`config.mk`:
```
export PLATFORM = sky130hd
export DESIGN_NAME = go_back_n_sender
export DESIGN_NICKNAME = d
export VERILOG_FILES = /design/src/design/gbn_pkg.sv /design/src/design/gbn_ram.sv /design/src/design/go_back_n_sender.sv
export SDC_FILE = /design/constraint.sdc
export NUM_CORES = 1
export LEC_CHECK = 0
export ABC_AREA = 1
export BUFFER_PORTS_ARGS = -buffer_cell sky130_fd_sc_hd__buf_4
export CORE_MARGIN = 5
export CORE_UTILIZATION = 25
export CTS_BUF_LIST = sky130_fd_sc_hd__clkbuf_8
export CTS_CLUSTER_DIAMETER = 100
export DETAILED_ROUTE_END_ITERATION = 16
export PLACE_DENSITY = 0.48
export SLEW_MARGIN = 30
export SYNTH_ARGS = -nofsm -noshare
export SYNTH_HDL_FRONTEND = slang
export SYNTH_SLANG_ARGS = --single-unit
```
`constraint.sdc`:
```
create_clock -name clock -period 15.3 [get_ports clock]
set_input_delay 1.53 -clock clock [delete_from_list [all_inputs] [get_ports clock]]
set_output_delay 1.53 -clock clock [all_outputs]
set_load 0.02 [all_outputs]
```
`src/design/gbn_pkg.sv`:
```
package gbn_pkg;

   localparam int WINDOW    = 8;
   localparam int SEQ_BITS  = 8;
   localparam int SEQ_MASK  = (1 << SEQ_BITS) - 1;
   localparam int SLOT_BITS = (WINDOW > 1) ? $clog2(WINDOW) : 1;
   localparam int CNT_BITS  = $clog2(WINDOW + 1);

   localparam int WIN_BITS  = 4;
   localparam int TMO_BITS  = 16;
   localparam int CSR_BITS  = 16;

   typedef enum logic [1:0] {
      MODE_OFFER = 2'd0,
      MODE_ACK   = 2'd1,
      MODE_TICK  = 2'd2,
      MODE_NONE  = 2'd3
   } mode_type;

   typedef enum logic [1:0] {
      KIND_SEND    = 2'd0,
      KIND_RESEND  = 2'd1,
      KIND_REFUSED = 2'd2,
      KIND_NONE    = 2'd3
   } kind_type;

   typedef enum logic {
      CSR_WINDOW  = 1'b0,
      CSR_TIMEOUT = 1'b1
   } csr_index_type;

   typedef struct packed {
      logic [1:0]  mode;
      logic [31:0] payload;
      logic [7:0]  ack_seq;
   } req_type;

   typedef struct packed {
      logic [1:0]  kind;
      logic [7:0]  frame_seq;
      logic [31:0] frame_payload;
      logic        last;
   } rsp_type;

endpackage

```
`src/design/gbn_ram.sv`:
```
module gbn_ram #(
   parameter int WIDTH = 32,
   parameter int DEPTH = 8,
   parameter int ABITS = (DEPTH > 1) ? $clog2(DEPTH) : 1
) (
   input  logic             clock,
   input  logic             wr_en,
   input  logic [ABITS-1:0] wr_addr,
   input  logic [WIDTH-1:0] wr_data,
   input  logic             rd_en,
   input  logic [ABITS-1:0] rd_addr,
   output logic [WIDTH-1:0] rd_data
);

   logic [WIDTH-1:0] mem_ff [DEPTH];
   logic [WIDTH-1:0] rd_data_ff;

   always_ff @(posedge clock) begin
      if (wr_en) begin
         mem_ff[wr_addr] <= wr_data;
      end
      if (rd_en) begin
         rd_data_ff <= mem_ff[rd_addr];
      end
   end

   assign rd_data = rd_data_ff;

endmodule

```
`src/design/go_back_n_sender.sv`:
```
// Go-Back-N sender window. Each input word is an offer (mode 0), a cumulative
// ack (mode 1) or a timer tick (mode 2). An offer is answered next cycle
// by a single first-send or refused word; acks and ticks produce no output
// unless a tick expires the timer, in which case every outstanding frame is
// resent in order from the frame store, each word by a store read and then
// an output register load that waits out a stall; input is stalled until
// the last resend is loaded. Otherwise input is taken while the output is
// free. Configuration registers must be written only while idle.
module go_back_n_sender
   import gbn_pkg::*;
(
   input  logic                clock,
   input  logic                reset,
   input  logic                req_valid,
   output logic                req_stall,
   input  req_type             req_word,
   output logic                rsp_valid,
   input  logic                rsp_stall,
   output rsp_type             rsp_word,
   input  logic                csr_we,
   input  csr_index_type       csr_index,
   input  logic [CSR_BITS-1:0] csr_wdata
);

   typedef enum logic [1:0] {
      ST_IDLE,
      ST_READ,
      ST_EMIT
   } state_type;

   state_type             state_ff, state_in;
   logic [SEQ_BITS-1:0]   base_ff, base_in;
   logic [SEQ_BITS-1:0]   next_ff, next_in;
   logic [TMO_BITS-1:0]   timer_ff, timer_in;
   logic                  running_ff, running_in;
   logic [WIN_BITS-1:0]   win_ff, win_in;
   logic [TMO_BITS-1:0]   tmo_ff, tmo_in;
   logic [CNT_BITS-1:0]   idx_ff, idx_in;
   logic [CNT_BITS-1:0]   burst_ff, burst_in;
   logic                  rsp_valid_ff, rsp_valid_in;
   rsp_type               rsp_word_ff, rsp_word_in;

   logic [WIN_BITS-1:0]   eff_win;
   logic [TMO_BITS-1:0]   eff_tmo;
   logic [SEQ_BITS-1:0]   outstanding;
   logic [SEQ_BITS-1:0]   ack;
   logic [SEQ_BITS-1:0]   ack_dist;
   logic [SEQ_BITS-1:0]   ack_next;
   logic [SEQ_BITS-1:0]   rs_seq;
   logic [TMO_BITS-1:0]   timer_dec;
   logic                  out_free;
   logic                  req_acc;
   logic                  burst_last;

   logic                  ram_we;
   logic [SLOT_BITS-1:0]  ram_waddr;
   logic                  ram_re;
   logic [SLOT_BITS-1:0]  ram_raddr;
   logic [31:0]           ram_rdata;

   gbn_ram #(
      .WIDTH (32),
      .DEPTH (WINDOW)
   ) u_store (
      .clock   (clock),
      .wr_en   (ram_we),
      .wr_addr (ram_waddr),
      .wr_data (req_word.payload),
      .rd_en   (ram_re),
      .rd_addr (ram_raddr),
      .rd_data (ram_rdata)
   );

   always_comb begin
      eff_win = win_ff;
      if (eff_win == '0) begin
         eff_win = WIN_BITS'(1);
      end
      if (int'(eff_win) > WINDOW) begin
         eff_win = WIN_BITS'(WINDOW);
      end
      if (int'(eff_win) > SEQ_MASK) begin
         eff_win = WIN_BITS'(SEQ_MASK);
      end
   end

   assign eff_tmo     = (tmo_ff == '0) ? TMO_BITS'(1) : tmo_ff;
   assign outstanding = next_ff - base_ff;
   assign ack         = SEQ_BITS'(req_word.ack_seq);
   assign ack_dist    = ack - base_ff;
   assign ack_next    = ack + SEQ_BITS'(1);
   assign rs_seq      = base_ff + SEQ_BITS'(idx_ff);
   assign timer_dec   = (timer_ff != '0) ? timer_ff - TMO_BITS'(1) : timer_ff;
   assign burst_last  = (CNT_BITS'(idx_ff + CNT_BITS'(1)) == burst_ff);

   assign out_free  = !rsp_valid_ff || !rsp_stall;
   assign req_stall = (state_ff != ST_IDLE) || !out_free;
   assign req_acc   = req_valid && !req_stall;

   assign ram_waddr = SLOT_BITS'(next_ff % WINDOW);
   assign ram_raddr = SLOT_BITS'(rs_seq % WINDOW);
   assign ram_re    = (state_ff == ST_READ);

   always_comb begin
      state_in     = state_ff;
      base_in      = base_ff;
      next_in      = next_ff;
      timer_in     = timer_ff;
      running_in   = running_ff;
      win_in       = win_ff;
      tmo_in       = tmo_ff;
      idx_in       = idx_ff;
      burst_in     = burst_ff;
      rsp_word_in  = rsp_word_ff;
      rsp_valid_in = rsp_valid_ff && rsp_stall;
      ram_we       = 1'b0;

      if (csr_we) begin
         case (csr_index)
            CSR_WINDOW:  win_in = csr_wdata[WIN_BITS-1:0];
            CSR_TIMEOUT: tmo_in = csr_wdata[TMO_BITS-1:0];
            default: ;
         endcase
      end

      case (state_ff)
         ST_IDLE: begin
            if (req_acc) begin
               case (mode_type'(req_word.mode))
                  MODE_OFFER: begin
                     rsp_valid_in            = 1'b1;
                     rsp_word_in.frame_seq   = 8'(next_ff);
                     rsp_word_in.last        = 1'b1;
                     if (outstanding >= SEQ_BITS'(eff_win)) begin
                        rsp_word_in.kind          = KIND_REFUSED;
                        rsp_word_in.frame_payload = '0;
                     end else begin
                        ram_we                    = 1'b1;
                        rsp_word_in.kind          = KIND_SEND;
                        rsp_word_in.frame_payload = req_word.payload;
                        next_in                   = next_ff + SEQ_BITS'(1);
                        if (outstanding == '0) begin
                           timer_in   = eff_tmo;
                           running_in = 1'b1;
                        end
                     end
                  end
                  MODE_ACK: begin
                     if (ack_dist < outstanding) begin
                        base_in = ack_next;
                        if (ack_next == next_ff) begin
                           running_in = 1'b0;
                           timer_in   = '0;
                        end else begin
                           running_in = 1'b1;
                           timer_in   = eff_tmo;
                        end
                     end
                  end
                  MODE_TICK: begin
                     if (running_ff) begin
                        timer_in = timer_dec;
                        if (timer_dec == '0) begin
                           if (outstanding == '0) begin
                              running_in = 1'b0;
                           end else begin
                              timer_in = eff_tmo;
                              idx_in   = '0;
                              if (int'(outstanding) > WINDOW) begin
                                 burst_in = CNT_BITS'(WINDOW);
                              end else begin
                                 burst_in = CNT_BITS'(outstanding);
                              end
                              state_in = ST_READ;
                           end
                        end
                     end
                  end
                  default: ;
               endcase
            end
         end
         ST_READ: begin
            state_in = ST_EMIT;
         end
         ST_EMIT: begin
            if (out_free) begin
               rsp_valid_in              = 1'b1;
               rsp_word_in.kind          = KIND_RESEND;
               rsp_word_in.frame_seq     = 8'(rs_seq);
               rsp_word_in.frame_payload = ram_rdata;
               rsp_word_in.last          = burst_last;
               idx_in                    = CNT_BITS'(idx_ff + CNT_BITS'(1));
               state_in                  = burst_last ? ST_IDLE : ST_READ;
            end
         end
         default: begin
            state_in = ST_IDLE;
         end
      endcase
   end

   always_ff @(posedge clock) begin
      if (reset) begin
         state_ff     <= ST_IDLE;
         base_ff      <= '0;
         next_ff      <= '0;
         timer_ff     <= '0;
         running_ff   <= 1'b0;
         win_ff       <= WIN_BITS'(2);
         tmo_ff       <= TMO_BITS'(3);
         idx_ff       <= '0;
         burst_ff     <= '0;
         rsp_valid_ff <= 1'b0;
      end else begin
         state_ff     <= state_in;
         base_ff      <= base_in;
         next_ff      <= next_in;
         timer_ff     <= timer_in;
         running_ff   <= running_in;
         win_ff       <= win_in;
         tmo_ff       <= tmo_in;
         idx_ff       <= idx_in;
         burst_ff     <= burst_in;
         rsp_valid_ff <= rsp_valid_in;
      end
      rsp_word_ff <= rsp_word_in;
   end

   assign rsp_valid = rsp_valid_ff;
   assign rsp_word  = rsp_word_ff;

endmodule

```
---- Yosys cells after proc, flatten, opt, wreduce, memory -nomap -nowiden ----
Memories as Yosys holds them, arrays and structs flattened. A register that Yosys moved wholly into a read port is not among the register bits.
Cells that the tools add are included.
cells by class
  reductions and logical operators ........ 28
  multiplexer cells ....................... 52
  bitwise gates (word level) .............. 3
  order comparisons ....................... 4
  $add $sub $neg .......................... 7
  equality and inequality tests ........... 17
operators with widths
  kind                                                                   count
  16-bit 2-to-1 mux                                                      9
  43-bit 2-to-1 mux                                                      3
  43-bit case mux with 2 select lines                                    1
  16-bit case mux with 3 select lines                                    1
  4-bit 2-to-1 mux                                                       9
  16-bit logical NOT                                                     2
  32-bit 2-to-1 mux                                                      1
  2-bit inequality test (second input constant)                          9
  6-bit AND reduction                                                    3
  1-bit 2-to-1 mux                                                       17
  8-bit by 1-bit adder with 8-bit output (second input constant)         2
  16-bit nonzero test                                                    1
  16-bit by 1-bit subtractor with 16-bit output (second input constant)  1
  8-bit subtractor                                                       2
  2-bit 2-to-1 mux                                                       7
  7-bit AND reduction                                                    2
  4-bit AND reduction                                                    3
  8-bit by 4-bit adder with 8-bit output                                 1
  8-bit equality test                                                    1
  8-bit by 4-bit >= comparator with 1-bit output                         1
  8-bit by 4-bit > comparator with 1-bit output (second input constant)  1
  8-bit logical NOT                                                      1
  8-bit less-than comparator                                             1
  4-bit case mux with 2 select lines                                     1
  other kinds (18)                                                       31
word-level totals
  input port bits ......................... 64
  memories kept ........................... 1
  flip-flop bits (word level) ............. 107
  output and inout port bits .............. 45
  bits in writable memories ............... 256
memory list
  memory          depth  width  read ports  clocked after Yosys merged registers in  wr ports  line           source
  u_store.mem_ff  8      32     1           1                                        1         gbn_ram.sv:15  logic [WIDTH-1:0] mem_ff [DEPTH];

---- Logic depth before layout (Yosys ltp) ----
Gate-level depths: netlist of run 1.
  word-level depth ........................ 11
  mapped depth ............................ 22

---- Modules after synthesis ----
A second synthesis of run 1 with hierarchy kept.
unflattened totals
  cell total of the unflattened synthesis .. 2128
  area, all modules ....................... 19148.4 µm²
by module, submodules not included
  module            cells an instance  area each (µm²)  seq. area each (µm²)  instances
  gbn_ram           1156               12192.9          8648.3                1
  go_back_n_sender  972                6955.4           2572.5                1

---- Worst setup path after synthesis of run 1 ----
Ideal clock, no wire load.
  kind .................................... input-to-reg
  from .................................... input rsp_stall
  to ...................................... register rsp_word_ff, in the netlist rsp_word[0] (enable)
  stages .................................. 5
  setup time .............................. 0.509 ns
  arrival time ............................ 5.163 ns
  setup slack ............................. 9.628 ns
  path buffers ............................ 0
  cells stage by stage .................... nand2_1 nand3_1 inv_1 o21ai_0 a211oi_1
between the ends
  word-level cells in the longest chain between the ends .. 8
ends and longest elaborated chain
  what                                    line                     source
  from (decl)                             go_back_n_sender.sv:18   input logic rsp_stall,
  1-bit logical NOT *                     go_back_n_sender.sv:96   assign out_free = !rsp_valid_ff || !rsp_stall;
  1-bit logical OR *                      go_back_n_sender.sv:96
  1-bit logical NOT                       go_back_n_sender.sv:97   assign req_stall = (state_ff != ST_IDLE) || !out_free;
  1-bit logical OR                        go_back_n_sender.sv:97
  1-bit logical NOT                       go_back_n_sender.sv:98   assign req_acc = req_valid && !req_stall;
  1-bit logical AND                       go_back_n_sender.sv:98
  2-bit inequality test (no source line)  --
  4-bit AND reduction (no source line) *  --
  to (signal assigned)                    go_back_n_sender.sv:227  rsp_word_ff <= rsp_word_in;
  to (decl)                               go_back_n_sender.sv:41   rsp_type rsp_word_ff, rsp_word_in;
Mark *: on every way between the ends. The rest lies on a longest branch, timed or not.
A chain may end at the register's enable or synchronous reset.

---- Worst setup path after layout of run 1 ----
  from .................................... input req_word[2] in the netlist's numbering
  to ...................................... register timer_ff[4]
between the ends
  word-level cells in the longest chain between the ends .. 5
ends and longest elaborated chain
  what                                                                      line                     source
  from (decl)                                                               go_back_n_sender.sv:16   input req_type req_word,
  parallel branches: the longest is 5 deep, another holds 8-bit subtractor  --
  to (signal assigned)                                                      go_back_n_sender.sv:219  timer_ff <= timer_in;
  to (decl)                                                                 go_back_n_sender.sv:34   logic [TMO_BITS-1:0] timer_ff, timer_in;
Parallel ways; which one is timed is not known. The select of a mux whose other input is x is not followed.

==> results of run 1 <==
[worst min-delay path: cells and delay by family (launching register included)]
kind	cells	cell delay, ns
flip-flops	1	0.32
AO/OA/AOI/OAI	1	0.05
AND/OR/NAND/NOR	1	0.06
[cell type report]
type	instances	area, um^2
Antenna cell	2	5.005
Inverter	121	456.7
Multi-Input combinational cell	1173	5846
Sequential cell	395	11220
Tap cell	940	1176
Fill cell	7324	49180
Clock buffer	77	1060
Clock inverter	54	344.1
Timing Repair Buffer	128	980.9
[how the worst min path moves through the flow]
stage	to	slack, ns	startpoint	depth (start not counted)
floorplan	tmo_ff[0]	0.44	tmo_ff[0]	2
global placement	burst_ff[0]	0.48	burst_ff[0]	2
CTS	burst_ff[2]	0.49	burst_ff[2]	2
finish	burst_ff[0]	0.49	burst_ff[0]	2
detailed placement	burst_ff[2]	0.48	burst_ff[2]	2
global route	burst_ff[3]	0.52	burst_ff[3]	2
[metrics by stage]
stage,worst slack [ns],util,cell area [um^2]
2_1_floorplan,9.628,-,17740
3_3_place_gp,9.360,0.2795,19640
3_5_place_dp,9.547,0.2801,19680
4_1_cts,10.26,0.3000,21080
5_1_grt,9.846,0.3000,21080
6_report,10.20,0.3001,21090
[cell families (layout without fill, tap and decap cells)]
family,after synthesis,after routing,synth area share
AND/OR/NAND/NOR,750,750,0.1741
buffers and inverters,201,380,0.04386
XOR/XNOR,27,27,0.01333
flip-flops,395,395,0.6324
adder cells (fa/ha/maj),40,40,0.02947
AO/OA/AOI/OAI,356,356,0.1069
other,0,2,0
[Yosys cell counts, drive strengths merged, types with 33 or more instances]
cell type / count / area share
nor2: 343 / 0.076
edfxtp: 331 / 0.56
nand2: 293 / 0.063
o21ai: 209 / 0.059
inv: 118 / 0.025
a21oi: 69 / 0.019
nand3: 68 / 0.019
clkbuf: 66 / 0.014
dfxtp: 64 / 0.072
ha: 37 / 0.026
o22ai: 35 / 0.012
a31oi: 33 / 0.012
[layer usage]
| metal | wire length (um) | up-vias | GRT usage |
|---|---|---|---|
| li1 | - | 6366 | - |
| met1 | 23190 | 6376 | 0.1700 |
| met2 | 24270 | 294 | 0.2185 |
| met3 | 2959 | 72 | 0.03172 |
| met4 | 886 | 4 | 0.03406 |
| met5 | 34 | - | 0 |
[state kept, by name, summed over array words and instances (netlist names)]
register         count
running_ff           1
tmo_ff              16
idx_ff               4
state_ff             2
rsp_valid            1
base_ff              8
burst_ff             4
u_store.mem_ff     256
next_ff              8
rsp_word            43
u_store.rd_data     32
win_ff               4
timer_ff            16
[placed cells by master, fill, tap and decap left out, drive strengths merged]
master,n
a41oi,1
fa,3
o211ai,2
edfxtp,331
nand4,22
nand2,293
o22ai,35
clkbuf,77
diode,2
inv,142
nor4b,1
a31oi,33
a21oi,69
a211oi,3
bufinv,3
nor2,343
and2,2
nand3b,2
nor3,16
xor2,19
dfxtp,64
nor4,3
buf,128
xnor2,8
o21bai,1
o21ai,209
a21boi,2
nand3,68
ha,37
clkinv,30
a21o,1
[power by group]
part	internal (mW)	switching, mW	total [mW]
Sequential	1.27	0.0361	1.31
Combinational	0.335	0.797	1.13
Clock	0.523	0.469	0.992
Total	2.13	1.30	3.44
==> flow_metrics.tcl, run 1 <==
set metrics [dict create \
    outcome "finished, final reports clean" \
    rsz0062_at_grt "false" \
    cts_made_buffers 73 \
    r2r-end "timer_ff[4]" \
    end_kind "flip-flop" \
    layout-drive-gt1-share 0.1350 \
    grt_pass1_vias 12910 \
    fin_crit_ns 5.098 \
    die_w_um 276.4 \
    syn_nets 1873 \
    cp_common_cell "a21oi_1" \
    cp-startpoint "req_word[2]" \
    dp.cells 2757 \
    start_util 0.2525 \
    syn_to_final_growth_pct 18.85 \
    grt.total_usage 0.1304 \
    yosysWarningCount 0 \
    place_congestion 0.8466 \
    layout.cells.non_filler 2890 \
    synth_edf_count 331 \
    wl_per_cell_um 17.76 \
    reg2reg_from "next_ff[1]" \
    clockBufferDepth 3 \
    synth_cells 1769 \
    reg2reg_slack_ns 10.60 \
    io_pins 109 \
    finClkSkew_ns 0.02693 \
    drt_wl_total_um 51340 \
    path_depth 18 \
    cts-root-buf "clkbuf_8" \
    vias 13110 \
    ant_nets 0 \
    worst_slew_pin_slew_ns 0.8858 \
    tns_ns 0 \
    core-area_um2 70270 \
    clk_pin_slew_worst_paths_ns 0.06 \
    crit_type "in2reg" \
    endpoint "timer_ff[4]" \
    start_kind "input pin" \
    hold_viol 0 \
    post_cts_buffers 0 \
    crit_buf_inv 1 \
    seq_area_frac_synth 0.6324 \
    p_leak_nw 7.876 \
    worstPathMaxFanout 32 \
    synthFlopType "edfxtp_1" \
    syn_area_um2 17740 \
    fmax_mhz 196.2 \
    fin_crit_sh 0.3332 \
    slew_headroom 0.4095 \
    async_reset_ff_frac 0 \
    required_ns 15.83 \
    synth_cell_types 39 \
    via_per_inst 4.537 \
    vdd_drop_max_v 0.0002024 \
    clock_latency_ns 0.64 \
    crit_family "simple AND/OR/NAND/NOR gates" \
    path_cells "buf_4, ha_1, a21oi_1, nand2_1, a21oi_1, o21ai_0, a21o_1, a21oi_1, xor2_1, ha_1, nand2_1, nor2_1, a211oi_1, nand4_1, o21ai_0, nand3_2, nor2_1, a21oi_1" \
    worst_hold_slack_ns 0.4906 \
    io_buffers 108 \
    htreeDepth 3 \
    cts_tree "done" \
    slowest_stage "nand4_1" \
    drc 0 \
    power_density_nw_per_um2 162.9 \
    clkSinkCount 395 \
    std_cell_rows 97 \
    grt_pass1_wl_um 78230 \
    crit_arrival_ns 5.63 \
    dieArea_um2 76410 \
    antenna_found_initial 4 \
    gr-total-overflow 0 \
    nNetsFinal 1996 \
    dpl.hpwl_um 30000 \
    slowest_delay_ns 0.61 \
    worstRegToRegCells 14 \
    hp-class "reg2reg" \
    drv_cap 0 \
    dr.pass1.iters 5 \
    ys_seq_elements 395 \
    setup_viol 0 \
    total_power_mw 3.436 \
    cts_resized 0 \
    cts.hold.buffers_added 0 \
    drt_first_iter_violations 815 \
    grt_max_degree 105 \
    drv_slew 0 \
    syn_avg_cell_area_um2 10.03 \
    die_h_um 276.4 \
]
Note: power is estimated with default switching activity, not from simulation.
==> run 2: changes to the inputs <==
--- a/config.mk
+++ b/config.mk
@@ -12,7 +12,7 @@
 export CTS_BUF_LIST = sky130_fd_sc_hd__clkbuf_8
 export CTS_CLUSTER_DIAMETER = 100
 export DETAILED_ROUTE_END_ITERATION = 16
-export PLACE_DENSITY = 0.48
+export PLACE_DENSITY = 0.49
 export SLEW_MARGIN = 30
 export SYNTH_ARGS = -nofsm -noshare
 export SYNTH_HDL_FRONTEND = slang
==> constraint.sdc (replaced) <==
create_clock -name clock -period 4.5 [get_ports clock]
set_input_delay 0.45 -clock clock [delete_from_list [all_inputs] [get_ports clock]]
set_output_delay 0.45 -clock clock [all_outputs]
set_load 0.02 [all_outputs]
==> run 2 against run 1 <==
Wire length is 3.6% lower. Hold slack worse by 0.43 ns. First-iteration DRC count is 3.3% higher. Setup slack worse by 9.6 ns. Cell area increased by 0.23%. Clock skew is 0.017 ns higher. Die area did not move. Combinational power increased to 3.3 times the previous value. Via count is 0.35% lower. Power rose to 3.3 times the previous value.
==> flow_metrics.tcl, run 2 (same netlist as run 1, synthesis figures left out) <==
set metrics [dict create \
    outcome "finished, final reports clean" \
    setup_viol 0 \
    p_leak_nw 7.907 \
    cts_made_buffers 73 \
    drv_slew 0 \
    largest_register_ffs 256 \
    final_cell_mix "331 x edfxtp_1, 325 x nor2_1, 288 x nand2_1" \
    hold_viol 0 \
    regMostFlops "u_store.mem_ff" \
    dr.pass1.iters 5 \
    grt_pass1_wl_um 76630 \
    cts_tree "done" \
    grt.total_usage 0.1257 \
    io_pins 109 \
    slew_headroom 0.4365 \
    crit_arrival_ns 4.17 \
    antennaDiodeCount 0 \
    cts_resized 0 \
    end_kind "flip-flop" \
    cts.hold.buffers_added 8 \
    clockBufferDepth 3 \
    drc 0 \
    worstPathMaxFanout 32 \
    gr-total-overflow 0 \
    start_util 0.2525 \
    via_per_inst 4.507 \
    clock_latency_ns 0.65 \
    io_buffers 108 \
    drt_first_iter_violations 842 \
    clkSinkCount 395 \
    clk_pin_slew_worst_paths_ns 0.06 \
    core-area_um2 70270 \
    antenna_found_initial 2 \
    place_congestion 0.8746 \
    wl_per_cell_um 17.07 \
    fin_area_um2 21140 \
    required_ns 4.75 \
    nNetsFinal 2008 \
    drv_cap 0 \
    utilization 0.3008 \
    syn_to_final_growth_pct 19.12 \
    grt_max_degree 76 \
    vias 13070 \
    start_kind "flip-flop" \
    dieArea_um2 76410 \
    std_cell_rows 97 \
    worst_hold_slack_ns 0.05598 \
    finClkSkew_ns 0.04437 \
    die_h_um 276.4 \
    grt_pass1_vias 13030 \
    dpl.hpwl_um 31090 \
    vdd_drop_max_v 0.0004430 \
    fin_ws_ns 0.5766 \
    tns_ns 0 \
    die_w_um 276.4 \
    power_density_nw_per_um2 542.6 \
    place_ws_ns 0.6326 \
    cts-root-buf "clkbuf_8" \
    fin_crit_sh 0.8719 \
    final_common_cell "edfxtp_1" \
    place_area_um2 19700 \
    post_cts_buffers 0 \
    fin_crit_ns 3.923 \
    hp-class "in2reg" \
    htreeDepth 3 \
    worst_slew_pin_slew_ns 0.8421 \
    rsz0062_at_grt "false" \
    crit_type "reg2reg" \
    layout-drive-gt1-share 0.1332 \
    ant_nets 0 \
    fmax_mhz 254.9 \
    drt_wl_total_um 49500 \
]
-- run 2: cell types whose count changed in the layout (fill, tap and decap cells not counted), sizes merged --
cell	change
buf	+4
bufinv	-1
clkbuf	-3
clkinv	-8
clkinvlp	+3
diode	-2
dlygate4sd3	+8
inv	+8
-- run 2: power by group --
group / switching [mW] / internal (mW)
registers: 0.108 / 4.33
logic: 2.62 / 1.15
clock network: 1.58 / 1.67
-- run 2: metrics by stage --
step	std cells	total power, mW
3_3_place_gp	2761	8.303
4_1_cts	2899	11.68
5_1_grt	2899	12.34
2_1_floorplan	1769	7.122
6_report	2899	11.47
3_5_place_dp	2761	8.339
-- run 2: worst max-delay path: stages, from the launching register on --
cell and delay (ns):
dfxtp_1 0.44, inv_1 0.16, ha_1 0.24, fa_1 0.57
inv_1 0.07, ha_1 0.28, a21boi_0 0.12, o21ai_0 0.15
nand2_1 0.07, a21oi_1 0.21, nand2_2 0.12, nor2_4 0.20
nand2_1 0.25, nor3_2 0.17, buf_4 0.47
-- run 2: metal layers --
layer | vias up | routed length [um] | track usage
met5 | - | 23 | 0
met2 | 283 | 23880 | 0.2136
met1 | 6308 | 21930 | 0.1620
met3 | 90 | 2425 | 0.02556
met4 | 4 | 1235 | 0.03893
li1 | 6381 | - | -
-- run 2: layout make-up --
class                           count  area (um^2)
Fill cell                        7291        49130
Timing Repair Buffer              140         1084
Sequential cell                   395        11220
Clock buffer                       74         1018
Tap cell                          940         1176
Multi-Input combinational cell   1173         5841
Clock inverter                     56        341.6
Inverter                          121        456.7
-- run 2: final timing paths --
path                            slack, ns  cells past startpoint    startpoint               endpoint
worst min register to register       0.49                      2   burst_ff[1]            burst_ff[1]
worst min-delay path                 0.06                      1  req_word[18]  u_store.mem_ff[5][10]
worst max register to register       0.58                     14    next_ff[0]  u_store.mem_ff[4][14]
worst max-delay path                 0.58                     14    next_ff[0]  u_store.mem_ff[4][14]
